**config.mk**
```make
export PLATFORM = sky130hd
export DESIGN_NAME = xml_entity_decoder_top
export DESIGN_NICKNAME = d
export VERILOG_FILES = /design/src/rtl/core/xed_pkg.sv /design/src/rtl/core/xed_step.sv /design/src/rtl/core/xml_entity_decoder_top.sv
export SDC_FILE = /design/constraint.sdc
export NUM_CORES = 1
export LEC_CHECK = 0
export ABC_AREA = 1
export BUFFER_PORTS_ARGS = -buffer_cell sky130_fd_sc_hd__buf_2
export CORE_MARGIN = 3
export CORE_UTILIZATION = 60
export DETAILED_ROUTE_END_ITERATION = 7
export HOLD_SLACK_MARGIN = 0.05
export PLACE_DENSITY = 0.86
export SYNTH_ARGS = -nofsm -noshare
export SYNTH_HDL_FRONTEND = slang
export SYNTH_SLANG_ARGS = --single-unit
```
**constraint.sdc**
```tcl
create_clock -name clk_i -period 8.4 [get_ports clk_i]
set_input_delay 1.26 -clock clk_i [delete_from_list [all_inputs] [get_ports clk_i]]
set_output_delay 1.26 -clock clk_i [all_outputs]
set_load 0.1 [all_outputs]
```
**src/rtl/core/xed_pkg.sv**
```systemverilog
// Package for the XML entity decoder: prefix state type, character codes,
// prefix text tables and the result bundle passed from step logic to top.
// No dependencies.
package xed_pkg;

  localparam int unsigned MaxResults = 6;
  localparam int unsigned MaxPrefix  = 5;

  localparam logic [7:0] CH_AMP   = 8'h26;  // &
  localparam logic [7:0] CH_SEMI  = 8'h3B;  // ;
  localparam logic [7:0] CH_LT    = 8'h3C;  // <
  localparam logic [7:0] CH_GT    = 8'h3E;  // >
  localparam logic [7:0] CH_QUOTE = 8'h22;  // "
  localparam logic [7:0] CH_APOS  = 8'h27;  // '
  localparam logic [7:0] CH_A     = 8'h61;
  localparam logic [7:0] CH_G     = 8'h67;
  localparam logic [7:0] CH_L     = 8'h6C;
  localparam logic [7:0] CH_M     = 8'h6D;
  localparam logic [7:0] CH_O     = 8'h6F;
  localparam logic [7:0] CH_P     = 8'h70;
  localparam logic [7:0] CH_Q     = 8'h71;
  localparam logic [7:0] CH_S     = 8'h73;
  localparam logic [7:0] CH_T     = 8'h74;
  localparam logic [7:0] CH_U     = 8'h75;

  // held prefix of a possible entity
  typedef enum logic [3:0] {
    MP_IDLE, MP_AMP1, MP_A, MP_AM, MP_AMP, MP_AP, MP_APO, MP_APOS,
    MP_L, MP_LT, MP_G, MP_GT, MP_Q, MP_QU, MP_QUO, MP_QUOT
  } mp_e;

  typedef logic [MaxPrefix-1:0][7:0] ptext_t;

  typedef struct packed {
    logic [MaxResults-1:0][7:0] bytes;  // result bytes, first in entry 0
    logic [2:0]                 cnt;    // number of results, 0 to 6
  } res_t;

  function automatic logic [2:0] prefix_len(input mp_e s);
    logic [2:0] l;
    case (s)
      MP_IDLE:                         l = 3'd0;
      MP_AMP1:                         l = 3'd1;
      MP_A, MP_L, MP_G, MP_Q:          l = 3'd2;
      MP_AM, MP_AP, MP_LT, MP_GT, MP_QU: l = 3'd3;
      MP_AMP, MP_APO, MP_QUO:          l = 3'd4;
      MP_APOS, MP_QUOT:                l = 3'd5;
      default:                         l = 3'd0;
    endcase
    return l;
  endfunction

  // prefix text, first character in entry 0; unused entries are zero
  function automatic ptext_t prefix_text(input mp_e s);
    ptext_t t;
    t = '0;
    t[0] = CH_AMP;
    case (s)
      MP_IDLE: t[0] = 8'h00;
      MP_AMP1: ;
      MP_A:    t[1] = CH_A;
      MP_AM:   begin t[1] = CH_A; t[2] = CH_M; end
      MP_AMP:  begin t[1] = CH_A; t[2] = CH_M; t[3] = CH_P; end
      MP_AP:   begin t[1] = CH_A; t[2] = CH_P; end
      MP_APO:  begin t[1] = CH_A; t[2] = CH_P; t[3] = CH_O; end
      MP_APOS: begin t[1] = CH_A; t[2] = CH_P; t[3] = CH_O; t[4] = CH_S; end
      MP_L:    t[1] = CH_L;
      MP_LT:   begin t[1] = CH_L; t[2] = CH_T; end
      MP_G:    t[1] = CH_G;
      MP_GT:   begin t[1] = CH_G; t[2] = CH_T; end
      MP_Q:    t[1] = CH_Q;
      MP_QU:   begin t[1] = CH_Q; t[2] = CH_U; end
      MP_QUO:  begin t[1] = CH_Q; t[2] = CH_U; t[3] = CH_O; end
      MP_QUOT: begin t[1] = CH_Q; t[2] = CH_U; t[3] = CH_O; t[4] = CH_T; end
      default: t = '0;
    endcase
    return t;
  endfunction

  // decoded character when ';' follows the prefix, zero if none
  function automatic logic [7:0] done_char(input mp_e s);
    logic [7:0] d;
    case (s)
      MP_AMP:  d = CH_AMP;
      MP_APOS: d = CH_APOS;
      MP_LT:   d = CH_LT;
      MP_GT:   d = CH_GT;
      MP_QUOT: d = CH_QUOTE;
      default: d = 8'h00;
    endcase
    return d;
  endfunction

  // prefix one character longer, MP_IDLE if the character breaks the match
  function automatic mp_e extend_state(input mp_e s, input logic [7:0] c);
    mp_e t;
    t = MP_IDLE;
    case (s)
      MP_AMP1: begin
        if (c == CH_A) t = MP_A;
        else if (c == CH_L) t = MP_L;
        else if (c == CH_G) t = MP_G;
        else if (c == CH_Q) t = MP_Q;
      end
      MP_A: begin
        if (c == CH_M) t = MP_AM;
        else if (c == CH_P) t = MP_AP;
      end
      MP_AM:  if (c == CH_P) t = MP_AMP;
      MP_AP:  if (c == CH_O) t = MP_APO;
      MP_APO: if (c == CH_S) t = MP_APOS;
      MP_L:   if (c == CH_T) t = MP_LT;
      MP_G:   if (c == CH_T) t = MP_GT;
      MP_Q:   if (c == CH_U) t = MP_QU;
      MP_QU:  if (c == CH_O) t = MP_QUO;
      MP_QUO: if (c == CH_T) t = MP_QUOT;
      default: t = MP_IDLE;
    endcase
    return t;
  endfunction

endpackage

```
**src/rtl/core/xed_step.sv**
```systemverilog
// Step logic of the XML entity decoder: next prefix state and the result
// bytes caused by one input byte. Depends on xed_pkg.
module xed_step
  import xed_pkg::*;
(
  input  mp_e        mp_i,
  input  logic [7:0] char_i,
  input  logic       eot_i,
  output mp_e        mp_next_o,
  output res_t       res_o
);

  logic       hit_done;
  logic       mism;
  logic       fresh;
  mp_e        ext;
  mp_e        mid;
  mp_e        seg_a;
  mp_e        seg_c;
  logic       has_b;
  logic [7:0] b_char;
  logic [2:0] len_a;
  logic [2:0] len_c;
  ptext_t     txt_a;
  ptext_t     txt_c;
  logic [2:0] total;

  // next state
  always_comb begin
    hit_done = (mp_i != MP_IDLE) && (char_i == CH_SEMI) && (done_char(mp_i) != 8'h00);
    ext      = extend_state(mp_i, char_i);
    mism     = (mp_i != MP_IDLE) && !hit_done && (ext == MP_IDLE);
    fresh    = (mp_i == MP_IDLE) || mism;
    if (hit_done) begin
      mid = MP_IDLE;
    end else if (!fresh) begin
      mid = ext;
    end else if (char_i == CH_AMP) begin
      mid = MP_AMP1;
    end else begin
      mid = MP_IDLE;
    end
    mp_next_o = eot_i ? MP_IDLE : mid;
  end

  // results: broken prefix, then one byte, then the flushed prefix
  // (at most six in total, so three bits hold the count)
  always_comb begin
    seg_a  = mism ? mp_i : MP_IDLE;
    seg_c  = eot_i ? mid : MP_IDLE;
    has_b  = hit_done || (fresh && (char_i != CH_AMP));
    b_char = hit_done ? done_char(mp_i) : char_i;
    len_a  = prefix_len(seg_a);
    len_c  = prefix_len(seg_c);
    txt_a  = prefix_text(seg_a);
    txt_c  = prefix_text(seg_c);
    total  = len_a + {2'b00, has_b} + len_c;
    res_o.cnt = total;
    for (int i = 0; i < MaxResults; i++) begin
      logic [2:0] pos;
      logic [2:0] j;
      pos = 3'(i);
      j   = pos - len_a - {2'b00, has_b};
      if (pos < len_a) begin
        res_o.bytes[i] = txt_a[pos];
      end else if (has_b && (pos == len_a)) begin
        res_o.bytes[i] = b_char;
      end else if (j < 3'(MaxPrefix)) begin
        res_o.bytes[i] = txt_c[j];
      end else begin
        res_o.bytes[i] = 8'h00;
      end
    end
  end

endmodule

```
**src/rtl/core/xml_entity_decoder_top.sv**
```systemverilog
// Top level of the XML entity decoder: stream ports, prefix state and
// result register with its read-out counter. Depends on xed_pkg, xed_step.
//
// Usage:
//   Feed escaped text on the slave stream one byte per item: tdata carries
//   the byte, tlast marks the final byte of a text and flushes any held
//   prefix. Decoded bytes leave on the master stream; tlast there marks the
//   last result caused by one input item. The five predefined entities
//   (amp, lt, gt, quot, apos) become their single characters; anything else
//   passes through unchanged, held bytes of a broken entity included.
// Latency and throughput:
//   An accepted item is decoded in the same cycle and its results are
//   registered, so the first result is offered in the cycle after acceptance.
//   An item giving n results (n from 1 to 6) holds the result register
//   until its last result is taken, one result per cycle while the receiver
//   is ready; an item giving none (a held entity prefix) leaves it empty.
//   Plain text thus runs at one byte per cycle while the receiver is ready;
//   the read-out counter over the result register paces multi-byte flushes.
// Reset:
//   rst_ni clears the prefix state and empties the result register.
// Stalls:
//   While the receiver holds m_axis_tready low the current result is held
//   and no new item is taken; the slave side is ready again in the cycle
//   the last result of the pending item is taken.
module xml_entity_decoder_top
  import xed_pkg::*;
(
  input  logic       clk_i,
  input  logic       rst_ni,
  // slave stream
  input  logic       s_axis_tvalid,
  output logic       s_axis_tready,
  input  logic [7:0] s_axis_tdata,   // [7:0] in_char
  input  logic       s_axis_tlast,   // end_of_text
  // master stream
  output logic       m_axis_tvalid,
  input  logic       m_axis_tready,
  output logic [7:0] m_axis_tdata,   // [7:0] out_char
  output logic       m_axis_tlast    // run_last
);

  mp_e                        mp_q, mp_d;
  logic [MaxResults-1:0][7:0] bytes_q;
  logic [2:0]                 cnt_q, cnt_d;
  logic [2:0]                 idx_q, idx_d;
  res_t                       res;
  logic                       busy;
  logic                       last_res;
  logic                       take_last;
  logic                       in_acc;

  xed_step u_step (
    .mp_i      (mp_q),
    .char_i    (s_axis_tdata),
    .eot_i     (s_axis_tlast),
    .mp_next_o (mp_d),
    .res_o     (res)
  );

  // result register is busy while it still holds results to offer
  assign busy      = (cnt_q != 3'd0);
  assign last_res  = (idx_q == (cnt_q - 3'd1));
  assign take_last = busy && m_axis_tready && last_res;
  assign s_axis_tready = !busy || take_last;
  assign in_acc    = s_axis_tvalid && s_axis_tready;

  assign m_axis_tvalid = busy;
  assign m_axis_tdata  = bytes_q[idx_q];
  assign m_axis_tlast  = last_res;

  // read-out counter: load on a new item, advance on each taken result
  always_comb begin
    cnt_d = cnt_q;
    idx_d = idx_q;
    if (in_acc) begin
      cnt_d = res.cnt;
      idx_d = 3'd0;
    end else if (take_last) begin
      cnt_d = 3'd0;
      idx_d = 3'd0;
    end else if (busy && m_axis_tready) begin
      idx_d = idx_q + 3'd1;
    end
  end

  always_ff @(posedge clk_i or negedge rst_ni) begin
    if (!rst_ni) begin
      mp_q  <= MP_IDLE;
      cnt_q <= 3'd0;
      idx_q <= 3'd0;
    end else begin
      if (in_acc) begin
        mp_q <= mp_d;
      end
      cnt_q <= cnt_d;
      idx_q <= idx_d;
    end
  end

  // payload: hold the result bytes of the current item
  always_ff @(posedge clk_i) begin
    if (in_acc) begin
      bytes_q <= res.bytes;
    end
  end

endmodule
```
## Yosys cells after proc, flatten, opt, wreduce, memory -nomap -nowiden

Memories as Yosys holds them, arrays and structs flattened.
Index checks and enable logic that the tools add are counted.

- Register bits after elaboration: 58
- Bits in read-only memories: 96
- Input bits: 13
- Logic and storage cells: 225
- Memories kept: 2
- Output and inout port bits: 11

- Reduce and logical (&&, ||, !) cells: 47
- Eq/ne operators: 62
- Add/subtract/negate cells: 16
- Muxes and demuxes: 70
- $lt $le $gt $ge: 19

Memories:

| name | words | width | rd ports | clocked after memory_dff | write ports | line | RTL |
|---|---|---|---|---|---|---|---|
| (name not given) | 16 | 3 | 1 | 0 | 0 | xed_pkg.sv:41 | `case (s)` |
| (name not given) | 16 | 3 | 1 | 0 | 0 | xed_pkg.sv:41 |  |

Operators with widths:

| cell | count |
|---|---|
| 8-bit 2-to-1 mux | 26 |
| 8-bit binary-select mux with 3-bit select | 7 |
| 7-bit one-hot mux with 4 select lines | 4 |
| 4-bit equality test, second input constant | 24 |
| 8-bit by 7-bit equality test with 1-bit output, second input constant | 10 |
| 4-bit 2-to-1 mux | 15 |
| 7-bit one-hot mux with 2 select lines | 4 |
| 4-bit by 3-bit equality test with 1-bit output, second input constant | 12 |
| 4-bit one-hot mux with 10 select lines | 1 |
| 6-bit one-hot mux with 5 select lines | 1 |
| 3-bit by 4-bit < comparator with 1-bit output, second input constant | 7 |
| 3-bit 2-to-1 mux | 9 |
| 4-bit by 2-bit equality test with 1-bit output, second input constant | 6 |
| 3-bit < comparator, second input constant | 6 |
| 3-bit by 1-bit subtractor with 3-bit output | 6 |
| 8-bit by 6-bit equality test with 1-bit output, second input constant | 2 |
| 4-bit zero test | 4 |
| 2-bit OR reduction | 8 |
| 4-bit OR reduction | 4 |
| 1-bit logical AND | 14 |
| 6-bit 2-to-1 mux | 2 |
| 3-bit OR reduction | 4 |
| 6-bit OR reduction | 2 |
| 8-bit by 6-bit != test with 1-bit output, second input constant | 1 |
| 23 further kinds | 35 |

## Depth between registers and ports, before layout

Gate-level depths: netlist (run 1).

- Word-level depth: 20
- Depth in mapped cells: 27

## By module

Synthesis (run 1) repeated with hierarchy kept, for this count alone.

- Cells, all modules: 822
- Area total of the unflattened synthesis: 5,341.4 um^2

By module, submodules not included:

| module | area an instance (um^2) | sequential area each (um^2) | cells an instance | times used |
|---|---|---|---|---|
| xed_step | 2,929.1 | 0.0 | 617 | 1 |
| xml_entity_decoder_top | 2,412.3 | 1,691.6 | 205 | 1 |

## Worst setup path before layout (run 1)

No wires, ideal clock.

- Path type: register -> output
- Start: reg idx_q[0]
- End: out m_axis_tdata[0]
- Required time: 7.140 ns
- Stages on the path, launching flop included: 6
- Buffers on the path: 2
- Arrival time: 3.120 ns
- Setup slack: 4.020 ns
- Cells stage by stage: dfrtp_1 > clkbuf_1 > clkinv_1 > clkbuf_1 > nor2_1 > o21ai_0

- Cells in the longest elaborated chain, start to end: 2

RTL lines:

| item | line | RTL |
|---|---|---|
| from (decl) | xml_entity_decoder_top.sv:45 | `logic [2:0] idx_q, idx_d;` |
| from (signal assigned) | xml_entity_decoder_top.sv:96 | `idx_q <= idx_d;` |
| 8-bit binary-select mux with 3-bit select | xml_entity_decoder_top.sv:68 | `assign m_axis_tdata = bytes_q[idx_q];` |
| 8-bit 2-to-1 mux (implied by the code) | xml_entity_decoder_top.sv:68 |  |
| to (decl) | xml_entity_decoder_top.sv:38 | `output logic [7:0] m_axis_tdata,` |

Every way passes these cells. The select of a mux whose other input is x is not followed.

==> results of run 1 <==
-- sequential cells by signal, indices dropped and copies added, names as in the netlist --
name     flops
bytes_q     48
idx_q        3
cnt_q        3
mp_q         4
-- synthesized netlist by cell type (12+ instances only) --
cell type    n
nand2_1    277
nor2_1     125
inv_1       72
o21ai_0     53
edfxtp_1    48
nand3_1     44
a21oi_1     27
clkbuf_1    16
nand2_2     15
o22ai_1     13
ha_1        12
inv_2       12
o21ai_1     12
-- cell type report --
class | instances | area (sq um)
clock buffers | 10 | 128
well taps | 105 | 131
fillers | 753 | 2740
flip-flops and latches | 58 | 1690
repair buffers | 23 | 115
multi-input cells | 657 | 3200
clock inverters | 6 | 81.3
inverters | 89 | 338
-- worst paths after layout --
path | to | slack, ns | cells past startpoint
worst max-delay path | bytes_q[34] | 3.25 | 23
worst min-delay path | idx_q[2] | 0.66 | 2
worst max register to register | bytes_q[34] | 3.93 | 23
worst min register to register | idx_q[2] | 0.66 | 2
max in group asynchronous | cnt_q[1] | 7.43 | 1
min in group asynchronous | idx_q[1] | 0.78 | 1
-- routing by layer --
| metal | vias up | GRT usage [%] | wire length (microns) |
|---|---|---|---|
| li1 | 2725 | - | - |
| met3 | 69 | 6.25 | 1860 |
| met2 | 398 | 57.5 | 7860 |
| met4 | 0 | 13.9 | 793 |
| met1 | 2590 | 49.1 | 7060 |
| met5 | - | 0 | 0 |
-- critical path, stage by stage --
cell and delay (ns):
buf_2 0.11, inv_2 0.13, nand2_1 0.16, nor2_2 0.31, nand3_2 0.16, nand2_1 0.10
nor2_1 0.05, nand2_2 0.17, nor2_2 0.08, nand2_4 0.16, nand2_1 0.07, nand2_1 0.10
nand2_4 0.10, ha_1 0.80, inv_1 0.49, o21ai_0 0.37, nand2_1 0.08, nand2_1 0.11
nand2_1 0.06, nand2_1 0.07, nand2_1 0.06, nand2_1 0.08, nand2_1 0.08
-- kinds of logic after synthesis --
logic type | share of synthesized area, %
AO/OA/AOI/OAI | 13.8
XOR/XNOR | 1.15
adder cells (fa/ha/maj) | 3.56
buffers and inverters | 8.34
flip-flops | 31.7
AND/OR/NAND/NOR | 41.5
-- power by group --
part / internal [mW] / total, mW / switching, mW
Sequential: 0.388 / 0.433 / 0.0450
Clock: 0.165 / 0.270 / 0.105
Combinational: 0.112 / 0.666 / 0.553
Total: 0.665 / 1.37 / 0.703
-- metrics by stage --
| step | utilization (%) | setup slack, ns |
|---|---|---|
| floorplan | - | 4.02 |
| global placement | 65.0 | 3.06 |
| detailed placement | 65.0 | 3.05 |
| CTS | 67.5 | 3.39 |
| global route | 67.5 | 2.88 |
| finish | 67.5 | 3.25 |
==> flow_summary.ini, run 1 <==
[status]
status = complete, but fails checks
violations = DRC

[clock_tree]
post_cts_buffers = 0
clk_pin_slew_ns = 0.07
htreeDepth = 3
clock_latency_ns = 0.33
hold_buffers = 0
cts_resized = 0
tritoncts = yes
cts.root.buffer_cell = clkbuf_8
clock_sinks = 58
numCtsBuffers = 9
cts.path.max_buffers = 2

[critical_path]
cp.required_ns = 8.47
cp_max_fo = 24
crit_type = in -> reg
worstSetupStartpointType = input pin
arrival_ns = 5.21
end_kind = register
r2r_start = mp_q[2]
cp-startpoint = s_axis_tdata[7]

[yosys]
synth-edff-count = 48
ys_types = 45
synth_warnings = 0
synth_top_area_share_pct = 27.0
syn_nets = 853
async_flop_share_pct = 17.2
ys_ff_latch = 58
avgSynthCellArea_sq_um = 6.46
synth.yosys.seq_area_share_pct = 31.7
syn_inst = 826
synth_area_leaders = edfxtp_1 (27%), nand2_1 (19%), nor2_1 (8.8%)
synth_flop_cell = edfxtp_1
synth_area_leader_cell = edfxtp_1
syn-cell-area_sq_um = 5340

[grt]
antenna_found_initial = 0
grt_pass1_vias = 5279
grt_usage_pct = 36.1
overflow = 0
grt_max_degree = 53
grt_pass1_wl_microns = 28100

[place]
gp_congestion = 1.04
io_buffers = 23
dp_hpwl_microns = 13900
dp_cells = 932
dpl_cell_area_sq_um = 5480

[sta]
setup_violations = 0
fmax_ghz = 0.194
finalSetupTns_ns = 0
slew_viol_final = 0
skew_ns = 0.0140
hold_viol = 0
holdWs_ns = 0.659
slew_headroom_pct = 31.1
fin_crit_sh_pct = 61.3
max_slew.worst_pin.slew_ns = 1.02
fin_crit_ns = 5.15
rsz0062_at_grt = no

[route]
drt-pass1-iter-count = 8
wl_per_cell_microns = 18.5
via_per_inst = 6.10
drtAntennaViolNets = 0
num_vias = 5782
drc = 2
drtIter0Drc = 782
wirelength_microns = 17600

[floorplanning]
core_sq_um = 8420
initial_core_util_pct = 63.4
die_w_microns = 100
num_io_pins = 24
rows = 33
die_area_sq_um = 10100
die_y_microns = 100

[layout]
mostFrequentLayoutCells = nand2_1 (277), nor2_1 (125), inv_1 (71)
mostFrequentLayoutCell = nand2_1
drive_above_1_share_pct = 11.2
antenna_cells = 0
final_cells = 948
fin_nets = 865
area_growth_pct = 6.52
fin_area_sq_um = 5690

[power_and_ir_drop]
irDropWorstVdd_uv = 333
p_total_mw = 1.37
pwr_density_cell_nw_per_um2 = 241
leakagePower_nw = 2.84

[hold_path]
hp-class = reg -> reg
min_from = idx_q[2]

[job]
max_cap_violations = 0
(Power assumes the default switching activity.)
==> run 2: changes to the inputs <==
- ABC_AREA: 1 -> 0
- clock period: 8.4 -> 4.8 ns (I/O delays scaled with it)
==> flow_summary.ini, run 2 <==
[status]
status = complete, no violations

[grt]
antenna_found_initial = 0
grt_usage_pct = 38.1
grt_pass1_wl_microns = 32500
overflow = 0
grt_pass1_vias = 5806
grt_max_degree = 49

[sta]
setup_violations = 0
max_slew.worst_pin.slew_ns = 1.07
fin_crit_sh_pct = 93.5
slew_viol_final = 0
hold_viol = 0
slew_headroom_pct = 28.6
fin_crit_ns = 4.49
fmax_ghz = 0.223
finalSetupTns_ns = 0
skew_ns = 0.0128
finalWorstSetupSlack_ns = 0.312
rsz0062_at_grt = no

[yosys]
synth_top_area_share_pct = 24.7
syn_inst = 700
ys_ff_latch = 58
yosysMostFrequentCell = nand2_1
ys_types = 97
async_flop_share_pct = 17.2
ys_top_cells_by_count = nand2_1 (72), nor2_1 (49), edfxtp_1 (48)
synth_area_leader_cell = edfxtp_1
synth-edff-count = 48
syn_nets = 727
synth_area_leaders = edfxtp_1 (25%), nand2_1 (4.6%), dfrtp_1 (4.3%)
syn-cell-area_sq_um = 5830
synth.yosys.seq_area_share_pct = 29.0
synth_flop_cell = edfxtp_1
avgSynthCellArea_sq_um = 8.33
synth_warnings = 0

[clock_tree]
tritoncts = yes
numCtsBuffers = 9
htreeDepth = 3
clk_pin_slew_ns = 0.07
hold_buffers = 0
cts_resized = 0
cts.path.max_buffers = 2
clock_sinks = 58
post_cts_buffers = 0
clock_latency_ns = 0.35
cts.root.buffer_cell = clkbuf_8

[power_and_ir_drop]
comb_power_share_pct = 45.2
pwr-share-seq_pct = 33.8
power_switching_share_pct = 47.5
irDropWorstVdd_uv = 379
internal_power_mw = 1.28
p_switching_mw = 1.16
pwr_density_cell_nw_per_um2 = 385
pwr-share-clk_pct = 21.0
leakagePower_nw = 2.41
p_total_mw = 2.43

[route]
wirelength_microns = 21000
drt-pass1-iter-count = 7
via_per_inst = 7.32
drtIter0Drc = 1060
wl_per_cell_microns = 24.7
drc = 0
drtAntennaViolNets = 0
num_vias = 6204

[floorplanning]
rows = 35
die_area_sq_um = 10900
num_io_pins = 24
die_w_microns = 105
die_y_microns = 105
initial_core_util_pct = 62.5
core_sq_um = 9330

[critical_path]
arrival_ns = 4.62
crit_type = reg -> reg
crit_chain = buf_4 > inv_1 > nor2_1 > o31ai_2 > nand3_1 > nor4_4 > nand2_1 > inv_1 > ha_1 > inv_1 > ha_1 > inv_1 > nor3_1 > o21ai_0 > or3_1 > o211ai_1
critical-path-max-stage-delay_ns = 0.56
end_kind = register
cp_common_cell = inv_1
r2r_slack_ns = 0.31
cp.required_ns = 4.93
cp_max_fo = 19
worstSetupStartpointType = register
slowest_stage = dfrtp_1

[layout]
mostFrequentLayoutCells = nand2_1 (72), nor2_1 (49), edfxtp_1 (48)
top_register = bytes_q
largest_reg_flops = 48
antenna_cells = 0
mostFrequentLayoutCell = nand2_1
drive_above_1_share_pct = 15.7
area_growth_pct = 8.59
fin_nets = 741
reg_top3 = bytes_q (48), mp_q (4)
post-route-util_pct = 67.8

[place]
dp_slack_ns = 0.146
gp_congestion = 1.09
io_buffers = 23
dp_hpwl_microns = 15900

[hold_path]
hp-class = in -> async

[job]
max_cap_violations = 0
[run 2: through the flow]
stage	cells	instance area, sq um	hold slack [ns]
5_1_grt	848	6330	0.249
4_1_cts	848	6330	0.236
3_5_place_dp	832	6110	0.478
3_3_place_gp	832	6110	0.469
6_report	848	6330	0.230
2_1_floorplan	700	5840	0.424
[run 2: worst paths after layout]
kind                          start     endpoint  depth (start not counted)
max                         mp_q[2]  bytes_q[42]                         16
min                          rst_ni      mp_q[2]                          1
min reg2reg                cnt_q[1]     cnt_q[1]                          2
min in group clk_i         cnt_q[1]     cnt_q[1]                          2
max reg2reg                 mp_q[2]  bytes_q[42]                         16
max in group asynchronous    rst_ni     idx_q[0]                          1
[run 2: per-layer routing]
metal	part of all wire, %	GRT usage [%]
met5	0	0
met4	6.4	21.0
met3	12	7.72
met2	45	59.8
met1	36	49.1
[run 2: area by class of cell]
type | count | area (sq um)
Multi-Input combinational cell | 559 | 3760
Tap cell | 129 | 161
Fill cell | 783 | 3000
Clock inverter | 4 | 76.3
Sequential cell | 58 | 1690
Inverter | 25 | 93.8
Timing Repair Buffer | 61 | 400
Clock buffer | 12 | 145
[run 2: cell families after synthesis]
logic type                 after synthesis  synth area share, %
adders and majority gates               14                 3.26
buffers and inverters                   83                 6.65
xor gates and xnor gates                17                 2.94
muxes                                   20                 5.20
AOI/OAI and AO/OA                      238                 27.9
and+or+nand+nor                        270                 25.0
DFF                                     58                 29.0
[run 2: power by group through the flow]
stage               combinational, mW  clock (mW)  sequential [mW]
floorplan                       0.976           0            0.757
global placement                 1.07           0            0.817
detailed placement               1.10           0            0.835
CTS                              1.10       0.503            0.824
global route                     1.15       0.524            0.840
finish                           1.10       0.510            0.823
[run 2: worst max-delay path: cells and delay by family (launching register included)]
| family | cells | cell delay, ns |
|---|---|---|
| AND/OR/NAND/NOR | 6 | 1.52 |
| AO/OA/AOI/OAI | 3 | 0.82 |
| buffers and inverters | 5 | 0.73 |
| adder cells (fa/ha/maj) | 2 | 0.62 |
| flip-flops | 1 | 0.56 |
==> run 3: changes to the inputs <==
- CORE_ASPECT_RATIO: default -> 0.8
- SYNTH_HIERARCHICAL: default -> 1
- clock period: 4.8 -> 4.2 ns (I/O delays scaled with it)
==> flow_summary.ini, run 3 <==
[sta]
fin_crit_ns = 4.12
setup_violations = 0
slew_viol_final = 0
hold_viol = 0
slew_headroom_pct = 40.8
fmax_ghz = 0.242
max_slew.worst_pin.slew_ns = 0.885
skew_ns = 0.00848
fin_crit_sh_pct = 98.2

[yosys]
ys_top_cells_by_count = nand2_1 (58), edfxtp_1 (48), nor2_1 (43)
ys_ff_latch = 58
avgSynthCellArea_sq_um = 8.55
syn-cell-area_sq_um = 5780
synth_top_area_share_pct = 24.9
syn_nets = 703
ys_types = 88
synth_warnings = 6
synth_area_leaders = edfxtp_1 (25%), dfrtp_1 (4.3%), nand2_1 (3.8%)
synth.yosys.seq_area_share_pct = 29.3
yosysMostFrequentCell = nand2_1
syn_inst = 676
synth-edff-count = 48
synth_flop_cell = edfxtp_1
async_flop_share_pct = 17.2
synth_area_leader_cell = edfxtp_1

[power_and_ir_drop]
irDropWorstVdd_uv = 594
internal_power_mw = 1.56
p_switching_mw = 1.19
power_switching_share_pct = 43.2
pwr-share-clk_pct = 28.5
comb_power_share_pct = 41.3
p_total_mw = 2.75
leakagePower_nw = 2.62
pwr_density_cell_nw_per_um2 = 406
pwr-share-seq_pct = 30.2

[critical_path]
r2r_slack_ns = 0.08
r2r-end = bytes_q[12]
cp_max_fo = 10
crit_buf_inv = 2
r2r_start = mp_q[3]
path_delay_family = simple AND/OR/NAND/NOR gates
crit_chain = mux2_2 > a21oi_1 > o32ai_2 > buf_4 > or4_1 > nor2_4 > ha_4 > inv_1 > or4_1 > a32oi_2 > nand3_1 > o22ai_1
slowest_stage = or4_1
end_kind = register
cp_common_cell = or4_1
critical-path-max-stage-delay_ns = 0.69
arrival_ns = 4.25
worstSetupStartpointType = register
reg2reg_depth = 12
cp.required_ns = 4.33
crit_type = reg -> reg

[clock_tree]
clk_pin_slew_ns = 0.06
clock_sinks = 58
tritoncts = yes
hold_buffers = 0
clock_latency_ns = 0.33
cts.root.buffer_cell = clkbuf_16
htreeDepth = 3
cts.path.max_buffers = 2
numCtsBuffers = 9

[route]
wl_met3_microns = 3100
drtAntennaViolNets = 0
drtIter0Drc = 1186
via_per_inst = 7.68
wl_met2_microns = 8980
drc = 0
wirelength_microns = 21900
wl_per_cell_microns = 25.9
drt-pass1-iter-count = 7
met1_length_microns = 8510
top_layer = met4
num_vias = 6486

[floorplanning]
core_sq_um = 9230
initial_core_util_pct = 62.6
die_y_microns = 93.8
die_area_sq_um = 10900
rows = 31
num_io_pins = 24
die_w_microns = 116

[layout]
drive_above_1_share_pct = 21.9
fin_area_sq_um = 6770
area_growth_pct = 17.1
regArea_sq_um = 1690
mostFrequentLayoutCell = buf_4
fillers = 693
post-route-util_pct = 73.3
fin_nets = 752
top_register = bytes_q
largest_reg_flops = 48
final_cells = 845
antenna_cells = 0
multi_input_area_sq_um = 3800
reg_top3 = bytes_q (48), mp_q (4)
mostFrequentLayoutCells = buf_4 (72), nand2_1 (56), edfxtp_1 (48)

[place]
io_buffers = 23
dp_cells = 829
dpl_cell_area_sq_um = 6430
dp_hpwl_microns = 16200
gp_congestion = 1.13

[grt]
grt_usage_pct = 40.8
grt_pass1_vias = 5845
antenna_found_initial = 0
grt_max_degree = 55
overflow = 0
grt_pass1_wl_microns = 33600

[job]
max_cap_violations = 0

[status]
status = complete, no violations

[hold_path]
hp-class = in -> async
-- run 3: changes by cell type in the layout (fill, tap and decap cells not counted), moves of 7 or more --
cell / before / now
nor4_1: 5 / 17
buf_4: 38 / 72
nor2_1: 49 / 42
a21oi_1: 47 / 25
o21ai_1: 24 / 9
clkbuf_16: 0 / 9
nand2_1: 72 / 56
clkbuf_8: 10 / 0
-- run 3: how the worst max path moves through the flow --
stage / startpoint / endpoint / slack [ns] / cells past startpoint
3_5_place_dp: s_axis_tdata[3] / bytes_q[12] / -0.1 / 13
3_3_place_gp: s_axis_tdata[0] / bytes_q[9] / 0.004 / 14
5_1_grt: mp_q[0] / bytes_q[37] / -0.0003 / 15
4_1_cts: mp_q[0] / bytes_q[12] / 0.02 / 13
2_1_floorplan: s_axis_tdata[6] / bytes_q[9] / 0.008 / 19
6_report: mp_q[3] / bytes_q[12] / 0.08 / 12
-- run 3: power groups by stage --
stage	clock network [mW]	logic, mW	registers (mW)
2_1_floorplan	0	0.958	0.805
3_3_place_gp	0	1.10	0.831
3_5_place_dp	0	1.13	0.840
4_1_cts	0.786	1.13	0.830
5_1_grt	0.812	1.19	0.839
6_report	0.783	1.14	0.830
-- run 3: per-layer routing --
metal	vias up	global-route usage, %
li1	2760	-
met5	-	0
met3	140	11.8
met2	587	59.4
met4	0	18.5
met1	2999	56.0
-- run 3: cells by family after synthesis --
group / count (synthesis) / share of synthesized area, %
multiplexers: 27 / 6.56
buffers and inverters: 88 / 6.56
XOR/XNOR: 14 / 2.51
flip-flops: 58 / 29.3
AO/OA/AOI/OAI: 216 / 27.2
adder cells (fa/ha/maj): 14 / 3.29
AND/OR/NAND/NOR: 259 / 24.6
-- run 3: metrics by stage --
stage	setup TNS [ns]	hold WS [ns]	setup slack [ns]
floorplan	0	0.334	0.00833
global placement	0	0.486	0.00383
detailed placement	-0.372	0.496	-0.0977
CTS	0	0.181	0.0169
global route	-0.000331	0.187	-0.000331
finish	0	0.181	0.0758
-- run 3: cell type report --
cell class	instances	share of cell area, %
well taps	115	2.13
clock buffers	10	3.38
flip-flops and latches	58	25.0
inverters	28	1.55
multi-input cells	530	56.1
repair buffers	98	10.6
clock inverters	6	1.20
-- run 3: timing repair --
item,CTS,global route
gates resized for setup,0,5
endpoints found under the hold margin,0,0
setup endpoints to repair,0,27
setup buffers,0,0
